===== src/hdl/ssg_pkg.sv =====
// shared types and constants for the siren sweep tone generator
// no dependencies; used by every module under hdl

package ssg_pkg;

	// default sizes, handed to the top level as parameter defaults
	localparam int SINE_TABLE_BITS_DEF  = 10;
	localparam int PHASE_BITS_DEF       = 32;
	localparam int FRAME_COUNT_BITS_DEF = 24;

	// register file layout
	localparam int CFG_INDEX_W = 3;
	localparam int CFG_DATA_W  = 32;
	localparam int TONE_STEP_W = 31;
	localparam int LFO_STEP_W  = 24;
	localparam int AMP_W       = 15;
	localparam int FADE_W      = 16;

	typedef enum logic [CFG_INDEX_W-1:0] {
		REG_LOW_FREQ_STEP  = 3'd0,
		REG_HIGH_FREQ_STEP = 3'd1,
		REG_WAIL_LFO_STEP  = 3'd2,
		REG_YELP_LFO_STEP  = 3'd3,
		REG_AMPLITUDE      = 3'd4,
		REG_FADE_LENGTH    = 3'd5
	} cfg_reg_t;

	localparam logic [TONE_STEP_W-1:0] LOW_FREQ_STEP_RST  = 31'd85704563;
	localparam logic [TONE_STEP_W-1:0] HIGH_FREQ_STEP_RST = 31'd171409126;
	localparam logic [LFO_STEP_W-1:0]  WAIL_LFO_STEP_RST  = 24'd19478;
	localparam logic [LFO_STEP_W-1:0]  YELP_LFO_STEP_RST  = 24'd292170;
	localparam logic [AMP_W-1:0]       AMPLITUDE_RST      = 15'd27853;
	localparam logic [FADE_W-1:0]      FADE_LENGTH_RST    = 16'd176;

	typedef struct packed {
		logic [TONE_STEP_W-1:0] low_freq_step;
		logic [TONE_STEP_W-1:0] high_freq_step;
		logic [LFO_STEP_W-1:0]  wail_lfo_step;
		logic [LFO_STEP_W-1:0]  yelp_lfo_step;
		logic [AMP_W-1:0]       amplitude;
		logic [FADE_W-1:0]      fade_length;
	} cfg_regs_t;

	// shared multiplier operand and product widths
	localparam int MUL_A_W = 33;
	localparam int MUL_B_W = 17;
	localparam int MUL_P_W = MUL_A_W + MUL_B_W;

	// quarter sine polynomial coefficients, q15
	localparam logic [16:0] SIN_A = 17'd51472;
	localparam logic [16:0] SIN_B = 17'd21024;
	localparam logic [16:0] SIN_C = 17'd2320;
	localparam logic [16:0] Q15_ONE = 17'd32768;
	localparam logic [16:0] Q16_ONE = 17'd65536;

	// divider: rounded scaled product over fade length, 15 quotient bits
	localparam int DIV_N_W  = 34;
	localparam int QUOT_W   = 15;
	localparam int DIV_CNT_W = 4;
	localparam logic [QUOT_W-1:0] QUOT_SAT = 15'h7fff;

	typedef struct packed {
		logic              done;
		logic [QUOT_W-1:0] quot;
	} div_res_t;

	typedef enum logic [3:0] {
		ST_IDLE,
		ST_LO,
		ST_HI,
		ST_PHASE,
		ST_SQ,
		ST_T,
		ST_T2,
		ST_MAG,
		ST_NUM,
		ST_AMP,
		ST_SCALE,
		ST_DIVGO,
		ST_DIV,
		ST_DONE
	} seq_state_t;

endpackage


===== src/hdl/ssg_cfg.sv =====
// configuration register file with reset defaults
// depends on ssg_pkg

module ssg_cfg (
	input  logic                           clk,
	input  logic                           arst_n,
	input  logic                           cfg_valid,
	output logic                           cfg_ready,
	input  logic [ssg_pkg::CFG_INDEX_W-1:0] cfg_index,
	input  logic [ssg_pkg::CFG_DATA_W-1:0]  cfg_data,
	output ssg_pkg::cfg_regs_t             regs
);

	ssg_pkg::cfg_regs_t regs_q;

	assign cfg_ready = 1'b1;
	assign regs      = regs_q;

	always_ff @(posedge clk or negedge arst_n) begin
		if (!arst_n) begin
			regs_q.low_freq_step  <= ssg_pkg::LOW_FREQ_STEP_RST;
			regs_q.high_freq_step <= ssg_pkg::HIGH_FREQ_STEP_RST;
			regs_q.wail_lfo_step  <= ssg_pkg::WAIL_LFO_STEP_RST;
			regs_q.yelp_lfo_step  <= ssg_pkg::YELP_LFO_STEP_RST;
			regs_q.amplitude      <= ssg_pkg::AMPLITUDE_RST;
			regs_q.fade_length    <= ssg_pkg::FADE_LENGTH_RST;
		end else if (cfg_valid) begin
			case (cfg_index)
				ssg_pkg::REG_LOW_FREQ_STEP:
					regs_q.low_freq_step <= cfg_data[ssg_pkg::TONE_STEP_W-1:0];
				ssg_pkg::REG_HIGH_FREQ_STEP:
					regs_q.high_freq_step <= cfg_data[ssg_pkg::TONE_STEP_W-1:0];
				ssg_pkg::REG_WAIL_LFO_STEP:
					regs_q.wail_lfo_step <= cfg_data[ssg_pkg::LFO_STEP_W-1:0];
				ssg_pkg::REG_YELP_LFO_STEP:
					regs_q.yelp_lfo_step <= cfg_data[ssg_pkg::LFO_STEP_W-1:0];
				ssg_pkg::REG_AMPLITUDE:
					regs_q.amplitude <= cfg_data[ssg_pkg::AMP_W-1:0];
				ssg_pkg::REG_FADE_LENGTH:
					regs_q.fade_length <= cfg_data[ssg_pkg::FADE_W-1:0];
				default: ;
			endcase
		end
	end

endmodule


===== src/hdl/ssg_mul.sv =====
// shared unsigned multiplier with registered product
// depends on ssg_pkg

module ssg_mul (
	input  logic                        clk,
	input  logic [ssg_pkg::MUL_A_W-1:0] a,
	input  logic [ssg_pkg::MUL_B_W-1:0] b,
	output logic [ssg_pkg::MUL_P_W-1:0] p
);

	logic [ssg_pkg::MUL_P_W-1:0] p_q;

	always_ff @(posedge clk) begin
		p_q <= ssg_pkg::MUL_P_W'(a) * ssg_pkg::MUL_P_W'(b);
	end

	assign p = p_q;

endmodule


===== src/hdl/ssg_div.sv =====
// restoring divider, one quotient bit per cycle, saturating at 15 bits
// depends on ssg_pkg

module ssg_div (
	input  logic                        clk,
	input  logic                        arst_n,
	input  logic                        start,
	input  logic [ssg_pkg::DIV_N_W-1:0] dividend,
	input  logic [ssg_pkg::FADE_W-1:0]  divisor,
	output ssg_pkg::div_res_t           res
);

	logic                          busy_q;
	logic                          done_q;
	logic [ssg_pkg::DIV_CNT_W-1:0] cnt_q;
	logic [ssg_pkg::FADE_W-1:0]    rem_q;
	logic [ssg_pkg::QUOT_W-1:0]    low_q;
	logic [ssg_pkg::QUOT_W-1:0]    quot_q;

	logic                       over;
	logic [ssg_pkg::FADE_W:0]   trial;
	logic                       take;
	logic [ssg_pkg::FADE_W:0]   diff;

	// quotient would not fit in 15 bits
	assign over  = dividend >= {3'b000, divisor, {ssg_pkg::QUOT_W{1'b0}}};
	assign trial = {rem_q, low_q[ssg_pkg::QUOT_W-1]};
	assign take  = trial >= {1'b0, divisor};
	assign diff  = trial - {1'b0, divisor};

	always_ff @(posedge clk or negedge arst_n) begin
		if (!arst_n) begin
			busy_q <= 1'b0;
			done_q <= 1'b0;
			cnt_q  <= '0;
		end else begin
			if (start) begin
				busy_q <= !over;
				done_q <= over;
				cnt_q  <= ssg_pkg::DIV_CNT_W'(ssg_pkg::QUOT_W);
			end else if (busy_q) begin
				cnt_q  <= cnt_q - 1'b1;
				busy_q <= (cnt_q != ssg_pkg::DIV_CNT_W'(1));
				done_q <= (cnt_q == ssg_pkg::DIV_CNT_W'(1));
			end else begin
				done_q <= 1'b0;
			end
		end
	end

	always_ff @(posedge clk) begin
		if (start) begin
			// dividend below divisor*2^15 here, so the top part fits the remainder
			rem_q  <= dividend[ssg_pkg::QUOT_W +: ssg_pkg::FADE_W];
			low_q  <= dividend[ssg_pkg::QUOT_W-1:0];
			quot_q <= over ? ssg_pkg::QUOT_SAT : '0;
		end else if (busy_q) begin
			rem_q  <= take ? diff[ssg_pkg::FADE_W-1:0] : trial[ssg_pkg::FADE_W-1:0];
			low_q  <= {low_q[ssg_pkg::QUOT_W-2:0], 1'b0};
			quot_q <= {quot_q[ssg_pkg::QUOT_W-2:0], take};
		end
	end

	assign res.done = done_q;
	assign res.quot = quot_q;

endmodule


===== src/hdl/siren_sweep_tone_generator.sv =====
// siren sweep tone generator: triangle lfo sweeping a sine nco, with fades
// each sample passes eight products through the one shared multiplier and the
// 15-step fade divider; a saturating level skips the divider steps and a silent
// sample skips the arithmetic. in_ready is high only while the sequencer is
// idle; a finished beat waits in the output register. arst_n clears phases,
// index, block state and the register file

module siren_sweep_tone_generator #(
	parameter int SINE_TABLE_BITS  = ssg_pkg::SINE_TABLE_BITS_DEF,
	parameter int PHASE_BITS       = ssg_pkg::PHASE_BITS_DEF,
	parameter int FRAME_COUNT_BITS = ssg_pkg::FRAME_COUNT_BITS_DEF
) (
	input  logic                            clk,
	input  logic                            arst_n,
	// request channel
	input  logic                            in_valid,
	output logic                            in_ready,
	input  logic                            start_block,
	input  logic                            mode,
	input  logic [23:0]                     block_frames,
	// sample channel
	output logic                            out_valid,
	input  logic                            out_ready,
	output logic signed [15:0]              sample,
	output logic                            last_in_block,
	output logic                            active,
	// register writes
	input  logic                            cfg_valid,
	output logic                            cfg_ready,
	input  logic [ssg_pkg::CFG_INDEX_W-1:0] cfg_index,
	input  logic [ssg_pkg::CFG_DATA_W-1:0]  cfg_data
);

	localparam int PB  = PHASE_BITS;
	localparam int FCB = FRAME_COUNT_BITS;
	localparam int STB = SINE_TABLE_BITS;

	// ---------------------------------------------------------------
	// register file
	// ---------------------------------------------------------------
	ssg_pkg::cfg_regs_t regs;

	ssg_cfg u_cfg (
		.clk       (clk),
		.arst_n    (arst_n),
		.cfg_valid (cfg_valid),
		.cfg_ready (cfg_ready),
		.cfg_index (cfg_index),
		.cfg_data  (cfg_data),
		.regs      (regs)
	);

	// ---------------------------------------------------------------
	// block and phase state
	// ---------------------------------------------------------------
	ssg_pkg::seq_state_t state_q, state_d;

	logic [PB-1:0]             tone_q;
	logic [PB-1:0]             lfo_q;
	logic [FCB-1:0]            idx_q;
	logic [FCB-1:0]            len_q;
	logic [ssg_pkg::FADE_W-1:0] fade_q;
	logic                      mode_q;
	logic                      open_q;
	logic                      silent_q;
	logic                      out_valid_q;

	// per-sample working registers
	logic [47:0]                low_prod_q;
	logic [16:0]                x2_q;
	logic [ssg_pkg::FADE_W-1:0] num_q;
	logic [ssg_pkg::FADE_W-1:0] den_q;
	logic [ssg_pkg::DIV_N_W-1:0] scaled_q;
	logic [15:0]                res_q;
	logic                       neg_q;

	// output register
	logic [15:0] sample_q;
	logic        last_q;
	logic        active_q;

	// ---------------------------------------------------------------
	// shared units
	// ---------------------------------------------------------------
	logic [ssg_pkg::MUL_A_W-1:0] mul_a;
	logic [ssg_pkg::MUL_B_W-1:0] mul_b;
	logic [ssg_pkg::MUL_P_W-1:0] prod;
	logic                        div_start;
	ssg_pkg::div_res_t           div_res;

	ssg_mul u_mul (
		.clk (clk),
		.a   (mul_a),
		.b   (mul_b),
		.p   (prod)
	);

	ssg_div u_div (
		.clk      (clk),
		.arst_n   (arst_n),
		.start    (div_start),
		.dividend (scaled_q),
		.divisor  (den_q),
		.res      (div_res)
	);

	// ---------------------------------------------------------------
	// block start: frame count and clamped fade length
	// ---------------------------------------------------------------
	logic                       accept;
	logic [FCB-1:0]             frames;
	logic [FCB-1:0]             half_frames;
	logic [ssg_pkg::FADE_W-1:0] fade_start;
	logic                       opens;

	assign accept      = in_valid && in_ready;
	assign frames      = FCB'(block_frames);
	assign half_frames = frames >> 1;

	always_comb begin
		fade_start = regs.fade_length;
		if (regs.fade_length != '0) begin
			if (33'(regs.fade_length) > 33'(half_frames))
				fade_start = ssg_pkg::FADE_W'(half_frames);
			if (33'(half_frames) == 33'd0 || fade_start == '0)
				fade_start = ssg_pkg::FADE_W'(1);
		end
	end

	// a start opens the block, or closes it if zero frames; else open_q carries on
	assign opens = start_block ? (frames != '0) : open_q;

	// ---------------------------------------------------------------
	// triangle from the lfo phase, q16 in 0..65536
	// ---------------------------------------------------------------
	logic [63:0] lfo_fold;
	logic [63:0] lfo_dbl;
	logic [16:0] tri_u;

	assign lfo_fold = lfo_q[PB-1] ? ((64'd1 << PB) - 64'(lfo_q)) : 64'(lfo_q);
	assign lfo_dbl  = (lfo_fold << 1) >> (PB - 16);
	assign tri_u    = lfo_dbl[16:0];

	// ---------------------------------------------------------------
	// sine table index from the tone phase, folded to the first quadrant
	// ---------------------------------------------------------------
	logic [STB-1:0] sin_k;
	logic [15:0]    sin_r;
	logic [16:0]    sin_f;

	assign sin_k = tone_q[PB-1 -: STB];
	assign sin_r = 16'(sin_k[STB-3:0]) << (17 - STB);
	assign sin_f = sin_k[STB-2] ? (ssg_pkg::Q15_ONE - 17'(sin_r)) : 17'(sin_r);

	// ---------------------------------------------------------------
	// fade gain numerator and denominator for the current index
	// ---------------------------------------------------------------
	logic       in_fade_in;
	logic       in_fade_out;
	logic [32:0] idx_next;

	assign idx_next    = 33'(idx_q) + 33'd1;
	assign in_fade_in  = (fade_q != '0) && (33'(idx_q) < 33'(fade_q));
	assign in_fade_out = (fade_q != '0) && (33'(idx_q) + 33'(fade_q) >= 33'(len_q));

	// ---------------------------------------------------------------
	// phase sums and final scaling
	// ---------------------------------------------------------------
	logic [48:0] step_sum;
	logic [63:0] tone_sum;
	logic [63:0] lfo_sum;
	logic [63:0] scale_sum;
	logic [47:0] amp_prod;

	assign step_sum = 49'(low_prod_q) + 49'(prod[47:0]);
	assign tone_sum = 64'(tone_q) + 64'(step_sum[48:16]);
	assign lfo_sum  = 64'(lfo_q)
		+ 64'(mode_q ? regs.yelp_lfo_step : regs.wail_lfo_step);

	// times 32767 as shift and subtract, plus half of den*2^30 for rounding
	assign amp_prod  = prod[47:0];
	assign scale_sum = (64'(amp_prod) << 15) - 64'(amp_prod) + (64'(den_q) << 29);

	logic last_c;
	logic load_out;

	assign last_c   = idx_next >= 33'(len_q);
	assign load_out = (state_q == ssg_pkg::ST_DONE) && (!out_valid_q || out_ready);

	// ---------------------------------------------------------------
	// sequencer: next state, multiplier operands, divider start
	// ---------------------------------------------------------------
	always_comb begin
		state_d   = state_q;
		in_ready  = 1'b0;
		mul_a     = '0;
		mul_b     = '0;
		div_start = 1'b0;
		case (state_q)
			ssg_pkg::ST_IDLE: begin
				in_ready = 1'b1;
				if (in_valid)
					state_d = opens ? ssg_pkg::ST_LO : ssg_pkg::ST_DONE;
			end
			ssg_pkg::ST_LO: begin
				// low step weighted by one minus the triangle
				mul_a   = ssg_pkg::MUL_A_W'(regs.low_freq_step);
				mul_b   = ssg_pkg::Q16_ONE - tri_u;
				state_d = ssg_pkg::ST_HI;
			end
			ssg_pkg::ST_HI: begin
				mul_a   = ssg_pkg::MUL_A_W'(regs.high_freq_step);
				mul_b   = tri_u;
				state_d = ssg_pkg::ST_PHASE;
			end
			ssg_pkg::ST_PHASE: begin
				state_d = ssg_pkg::ST_SQ;
			end
			ssg_pkg::ST_SQ: begin
				mul_a   = ssg_pkg::MUL_A_W'(sin_f);
				mul_b   = sin_f;
				state_d = ssg_pkg::ST_T;
			end
			ssg_pkg::ST_T: begin
				mul_a   = ssg_pkg::MUL_A_W'(ssg_pkg::SIN_C);
				mul_b   = prod[31:15];
				state_d = ssg_pkg::ST_T2;
			end
			ssg_pkg::ST_T2: begin
				mul_a   = ssg_pkg::MUL_A_W'(x2_q);
				mul_b   = ssg_pkg::SIN_B - prod[31:15];
				state_d = ssg_pkg::ST_MAG;
			end
			ssg_pkg::ST_MAG: begin
				mul_a   = ssg_pkg::MUL_A_W'(sin_f);
				mul_b   = ssg_pkg::SIN_A - prod[31:15];
				state_d = ssg_pkg::ST_NUM;
			end
			ssg_pkg::ST_NUM: begin
				// sine magnitude times fade numerator
				mul_a   = ssg_pkg::MUL_A_W'(prod[32:15]);
				mul_b   = ssg_pkg::MUL_B_W'(num_q);
				state_d = ssg_pkg::ST_AMP;
			end
			ssg_pkg::ST_AMP: begin
				mul_a   = prod[ssg_pkg::MUL_A_W-1:0];
				mul_b   = ssg_pkg::MUL_B_W'(regs.amplitude);
				state_d = ssg_pkg::ST_SCALE;
			end
			ssg_pkg::ST_SCALE: begin
				state_d = ssg_pkg::ST_DIVGO;
			end
			ssg_pkg::ST_DIVGO: begin
				div_start = 1'b1;
				state_d   = ssg_pkg::ST_DIV;
			end
			ssg_pkg::ST_DIV: begin
				if (div_res.done)
					state_d = ssg_pkg::ST_DONE;
			end
			ssg_pkg::ST_DONE: begin
				if (load_out)
					state_d = ssg_pkg::ST_IDLE;
			end
			default: begin
				state_d = ssg_pkg::ST_IDLE;
			end
		endcase
	end

	always_ff @(posedge clk or negedge arst_n) begin
		if (!arst_n)
			state_q <= ssg_pkg::ST_IDLE;
		else
			state_q <= state_d;
	end

	// ---------------------------------------------------------------
	// block state, phases and output valid
	// ---------------------------------------------------------------
	always_ff @(posedge clk or negedge arst_n) begin
		if (!arst_n) begin
			tone_q      <= '0;
			lfo_q       <= '0;
			idx_q       <= '0;
			len_q       <= '0;
			fade_q      <= '0;
			mode_q      <= 1'b0;
			open_q      <= 1'b0;
			silent_q    <= 1'b0;
			out_valid_q <= 1'b0;
		end else begin
			if (accept) begin
				silent_q <= !opens;
				if (start_block) begin
					if (frames == '0) begin
						open_q <= 1'b0;
					end else begin
						len_q  <= frames;
						mode_q <= mode;
						tone_q <= '0;
						lfo_q  <= '0;
						idx_q  <= '0;
						fade_q <= fade_start;
						open_q <= 1'b1;
					end
				end
			end

			if (state_q == ssg_pkg::ST_PHASE)
				tone_q <= tone_sum[PB-1:0];

			if (load_out) begin
				out_valid_q <= 1'b1;
				if (!silent_q) begin
					lfo_q <= lfo_sum[PB-1:0];
					idx_q <= idx_next[FCB-1:0];
					if (last_c)
						open_q <= 1'b0;
				end
			end else if (out_valid_q && out_ready) begin
				out_valid_q <= 1'b0;
			end
		end
	end

	// ---------------------------------------------------------------
	// working registers and output beat
	// ---------------------------------------------------------------
	always_ff @(posedge clk) begin
		if (state_q == ssg_pkg::ST_LO) begin
			if (in_fade_in) begin
				num_q <= ssg_pkg::FADE_W'(idx_next);
				den_q <= fade_q;
			end else if (in_fade_out) begin
				num_q <= ssg_pkg::FADE_W'(33'(len_q) - 33'(idx_q));
				den_q <= fade_q;
			end else begin
				num_q <= ssg_pkg::FADE_W'(1);
				den_q <= ssg_pkg::FADE_W'(1);
			end
		end
		if (state_q == ssg_pkg::ST_HI)
			low_prod_q <= prod[47:0];
		if (state_q == ssg_pkg::ST_T)
			x2_q <= prod[31:15];
		if (state_q == ssg_pkg::ST_SQ)
			neg_q <= sin_k[STB-1];
		if (state_q == ssg_pkg::ST_SCALE)
			scaled_q <= scale_sum[63:30];
		if (state_q == ssg_pkg::ST_DIV && div_res.done)
			res_q <= neg_q ? (16'd0 - 16'(div_res.quot)) : 16'(div_res.quot);
		if (load_out) begin
			sample_q <= silent_q ? 16'd0 : res_q;
			last_q   <= !silent_q && last_c;
			active_q <= !silent_q;
		end
	end

	assign out_valid     = out_valid_q;
	assign sample        = sample_q;
	assign last_in_block = last_q;
	assign active        = active_q;

endmodule

===== config.mk =====
export PLATFORM = sky130hd
export DESIGN_NAME = siren_sweep_tone_generator
export DESIGN_NICKNAME = d
export VERILOG_FILES = /design/src/hdl/ssg_pkg.sv /design/src/hdl/ssg_cfg.sv /design/src/hdl/ssg_mul.sv /design/src/hdl/ssg_div.sv /design/src/hdl/siren_sweep_tone_generator.sv
export SDC_FILE = /design/constraint.sdc
export NUM_CORES = 2
export LEC_CHECK = 0
export BUFFER_PORTS_ARGS = -buffer_cell sky130_fd_sc_hd__buf_4
export CORE_ASPECT_RATIO = 1.1
export CORE_MARGIN = 2
export CORE_UTILIZATION = 60
export CTS_BUF_LIST = sky130_fd_sc_hd__clkbuf_8
export DETAILED_ROUTE_END_ITERATION = 8
export PLACE_DENSITY = 0.8
export SLEW_MARGIN = 20
export SYNTH_ARGS = -nofsm -noshare
export SYNTH_HDL_FRONTEND = slang
export SYNTH_SLANG_ARGS = --single-unit
export TNS_END_PERCENT = 50

===== constraint.sdc =====
create_clock -name clk -period 8.3 [get_ports clk]
set_input_delay 2.49 -clock clk [delete_from_list [all_inputs] [get_ports clk]]
set_output_delay 2.49 -clock clk [all_outputs]
set_load 0.005 [all_outputs]

==> impl_metrics.tcl <==
set metrics [dict create \
    hold_viol 0 \
    synthToLayoutAreaGrowth_pct 16.38 \
    die_w_um 285.1 \
    mappedNetlistArea_um2 52170 \
    yosysSeqAreaShare_pct 27.77 \
    cts_inserted_buffers 89 \
    synth_common_cells "inv_1 (803), nand2_1 (704), fa_1 (484), ha_1 (435), o21ai_0 (288)" \
    nNetsFinal 6980 \
    worstSetupStartpointType "flop" \
    ant_nets 0 \
    rr_startpoint "lfo_q[7]" \
    final_area_um2 60710 \
    synthCells 5566 \
    dr_total_vias 44322 \
    drc 0 \
    synthTopCellsByArea "fa_1 (19%), edfxtp_1 (12%), dfrtp_1 (11%)" \
    r2r_slack_ps -540 \
    fillers 6259 \
    wl_per_cell_um 21.76 \
    end_kind "flop" \
    dpl.hpwl_mm 117.5 \
    regToRegEndpoint "u_mul.p[38]" \
    synth_warnings 0 \
    setup_ws_ps -544.7 \
    finalCriticalPeriod_ps 8845 \
    slowest_stage "fa_1" \
    drive_gt1_share_pct 19.19 \
    synth_edf_count 212 \
    diodes 0 \
    synthArstFlopShare_pct 52.12 \
    start_util_pct 60.48 \
    post-synth-top-count-cell "inv_1" \
    grt_overflow 0 \
    grt_usage_pct 34.79 \
    crit_top_cell "fa_1" \
    cts_root_buf "clkbuf_8" \
    antenna_found_initial 9 \
    slew_headroom_pct 20.40 \
    synth_seq_cells 543 \
    drt-total-wl_mm 157.1 \
    finalClockSkew_ps 63.53 \
    core-area_um2 86250 \
    synth_top_cell_by_area "fa_1" \
    port-buffer-count 84 \
    required_ps 8930 \
    slew_violations 0 \
    fmax_ghz 0.1131 \
    io-pin-count 87 \
    ff2ff_path_depth 38 \
    synth_area_per_cell_um2 9.372 \
    yosys.area.top_type_share_pct 18.57 \
    crit_type "flop to flop" \
    setup.worst_path.end "u_mul.p[38]" \
    fp.dieH_um 313.3 \
    gp_congestion 1.004 \
    grt_setup_unrepaired "yes" \
    synth_cell_types 90 \
    period_share_pct 106.6 \
    grt_pass1_vias 44728 \
    cts.clk_slew.worst_paths_ps 70 \
    cts_tree "yes" \
    clock_sinks 543 \
    violations "setup timing" \
    hold_class "flop to flop" \
    finalSetupViolCount 20 \
    grt_max_degree 118 \
    drt-pass1-iter-count 7 \
    worst_pin_slew_ps 1189 \
    worstPathArrival_ps 9470 \
    h-tree-depth 3 \
    synthFlopType "dfrtp_1" \
    startpoint "lfo_q[7]" \
    drtIter0Drc 4320 \
    clock_latency_ps 740 \
    dieArea_um2 89320 \
    viasPerCell 6.137 \
    slowest_delay_ps 540 \
    drv_cap 0 \
    dpl_cell_area_um2 56950 \
    rows 113 \
    status "finished, violations left" \
    crit_fanout 4 \
    cts_buffer_depth 3 \
    grt_pass1_wl_mm 243.0 \
    postCtsHoldBufs 0 \
]
-- worst min path at each step --
stage | startpoint | to | slack, ps | cells past startpoint
global placement | tone_q[6] | tone_q[6] | 480 | 2
CTS | u_div.low_q[7] | u_div.low_q[8] | 500 | 2
floorplan | u_mul.p[47] | low_prod_q[47] | 410 | 0
detailed placement | tone_q[6] | tone_q[6] | 490 | 2
finish | u_div.low_q[7] | u_div.low_q[8] | 490 | 2
global route | u_cfg.regs[40] | u_cfg.regs[40] | 520 | 1
-- per-stage QoR --
step / hold slack, ps / TNS [ps] / utilization (%) / instances / setup WS, ps
after detailed placement: 486.0 / -15950 / 66.04 / 6981 / -927.9
after global routing: 517.8 / -13800 / 70.39 / 7222 / -774.2
final: 490.2 / -7843 / 70.39 / 7222 / -544.7
after floorplan: 408.2 / 0 / - / 5567 / 11.48
after CTS: 499.1 / -4715 / 69.76 / 7202 / -418.9
after global placement: 477.6 / -11480 / 66.03 / 6980 / -789.9
-- critical path, delay by kind of cell, from the launching register on --
family,cells,cell delay (ps)
adders and majority gates,8,3390
AOI/OAI and AO/OA,10,2160
buffers and inverters,10,1160
and+or+nand+nor,7,1130
xor gates and xnor gates,3,510
DFF,1,390
-- kinds of logic (layout without fill, tap and decap cells) --
kind of cell               Yosys count  count (layout)  synth area share, %
and+or+nand+nor                   1590            1590                14.47
buffers and inverters             1030            1535                7.500
AOI/OAI and AO/OA                 1028            1028                12.76
adders and majority gates          919             919                29.01
DFF                                543             543                27.77
xor gates and xnor gates           266             266                4.466
muxes                              189             189                4.022
other                                1               2             0.007189
-- layer usage --
layer	routed length [um]	global-route usage, %
met3	15360	7.256
met5	37	0
met4	9559	18.31
met1	59420	44.89
met2	72770	55.44
-- sequential cells by signal, summed over array words and instances, names as in the netlist, 17 cells and up --
name        cells
u_cfg.regs    141
low_prod_q     48
u_mul.p        48
scaled_q       34
lfo_q          32
tone_q         32
idx_q          24
len_q          24
x2_q           17
-- layout by cell type (no fill, tap or decap), types with 30 or more instances in the layout --
cell type and instances:
dfstp_2 63, buf_4 504, edfxtp_1 212, a31oi_1 34, nand2b_1 59, o21bai_1 30
nand2_1 694, a22oi_1 34, inv_1 808, a21o_1 98, a21oi_1 191, ha_1 416
nor3_1 79, and2_1 91, fa_1 471, o21a_1 49, and3_1 33, nor4_1 31
nor2b_1 83, nor2_1 197, nand4_1 46, dfrtp_1 220, mux2_2 163, o21ai_0 272
o211ai_1 36, nand3_1 129, clkbuf_8 105, xnor2_1 151, dfxtp_1 48, xor2_1 105
-- cell type report --
class / count / area, um^2 / area share [%]
Multi-Input combinational cell: 3994 / 34940 / 57.56
Sequential cell: 543 / 14490 / 23.86
Timing Repair Buffer: 563 / 4807 / 7.918
Inverter: 804 / 3018 / 4.971
Clock buffer: 105 / 1445 / 2.380
Tap cell: 1150 / 1439 / 2.370
Clock inverter: 63 / 570.5 / 0.9398
-- timing repair --
item | in CTS | in global routing
buffers inserted | 50 | 25
setup endpoints to repair | 29 | 29
resized for setup | 153 | 93
pin swaps | 108 | 78
gates cloned | 5 | 2
Power is left out: the tool's default activity adds up to more than one toggle a clock period on the data nets, which glitch-free logic cannot reach.
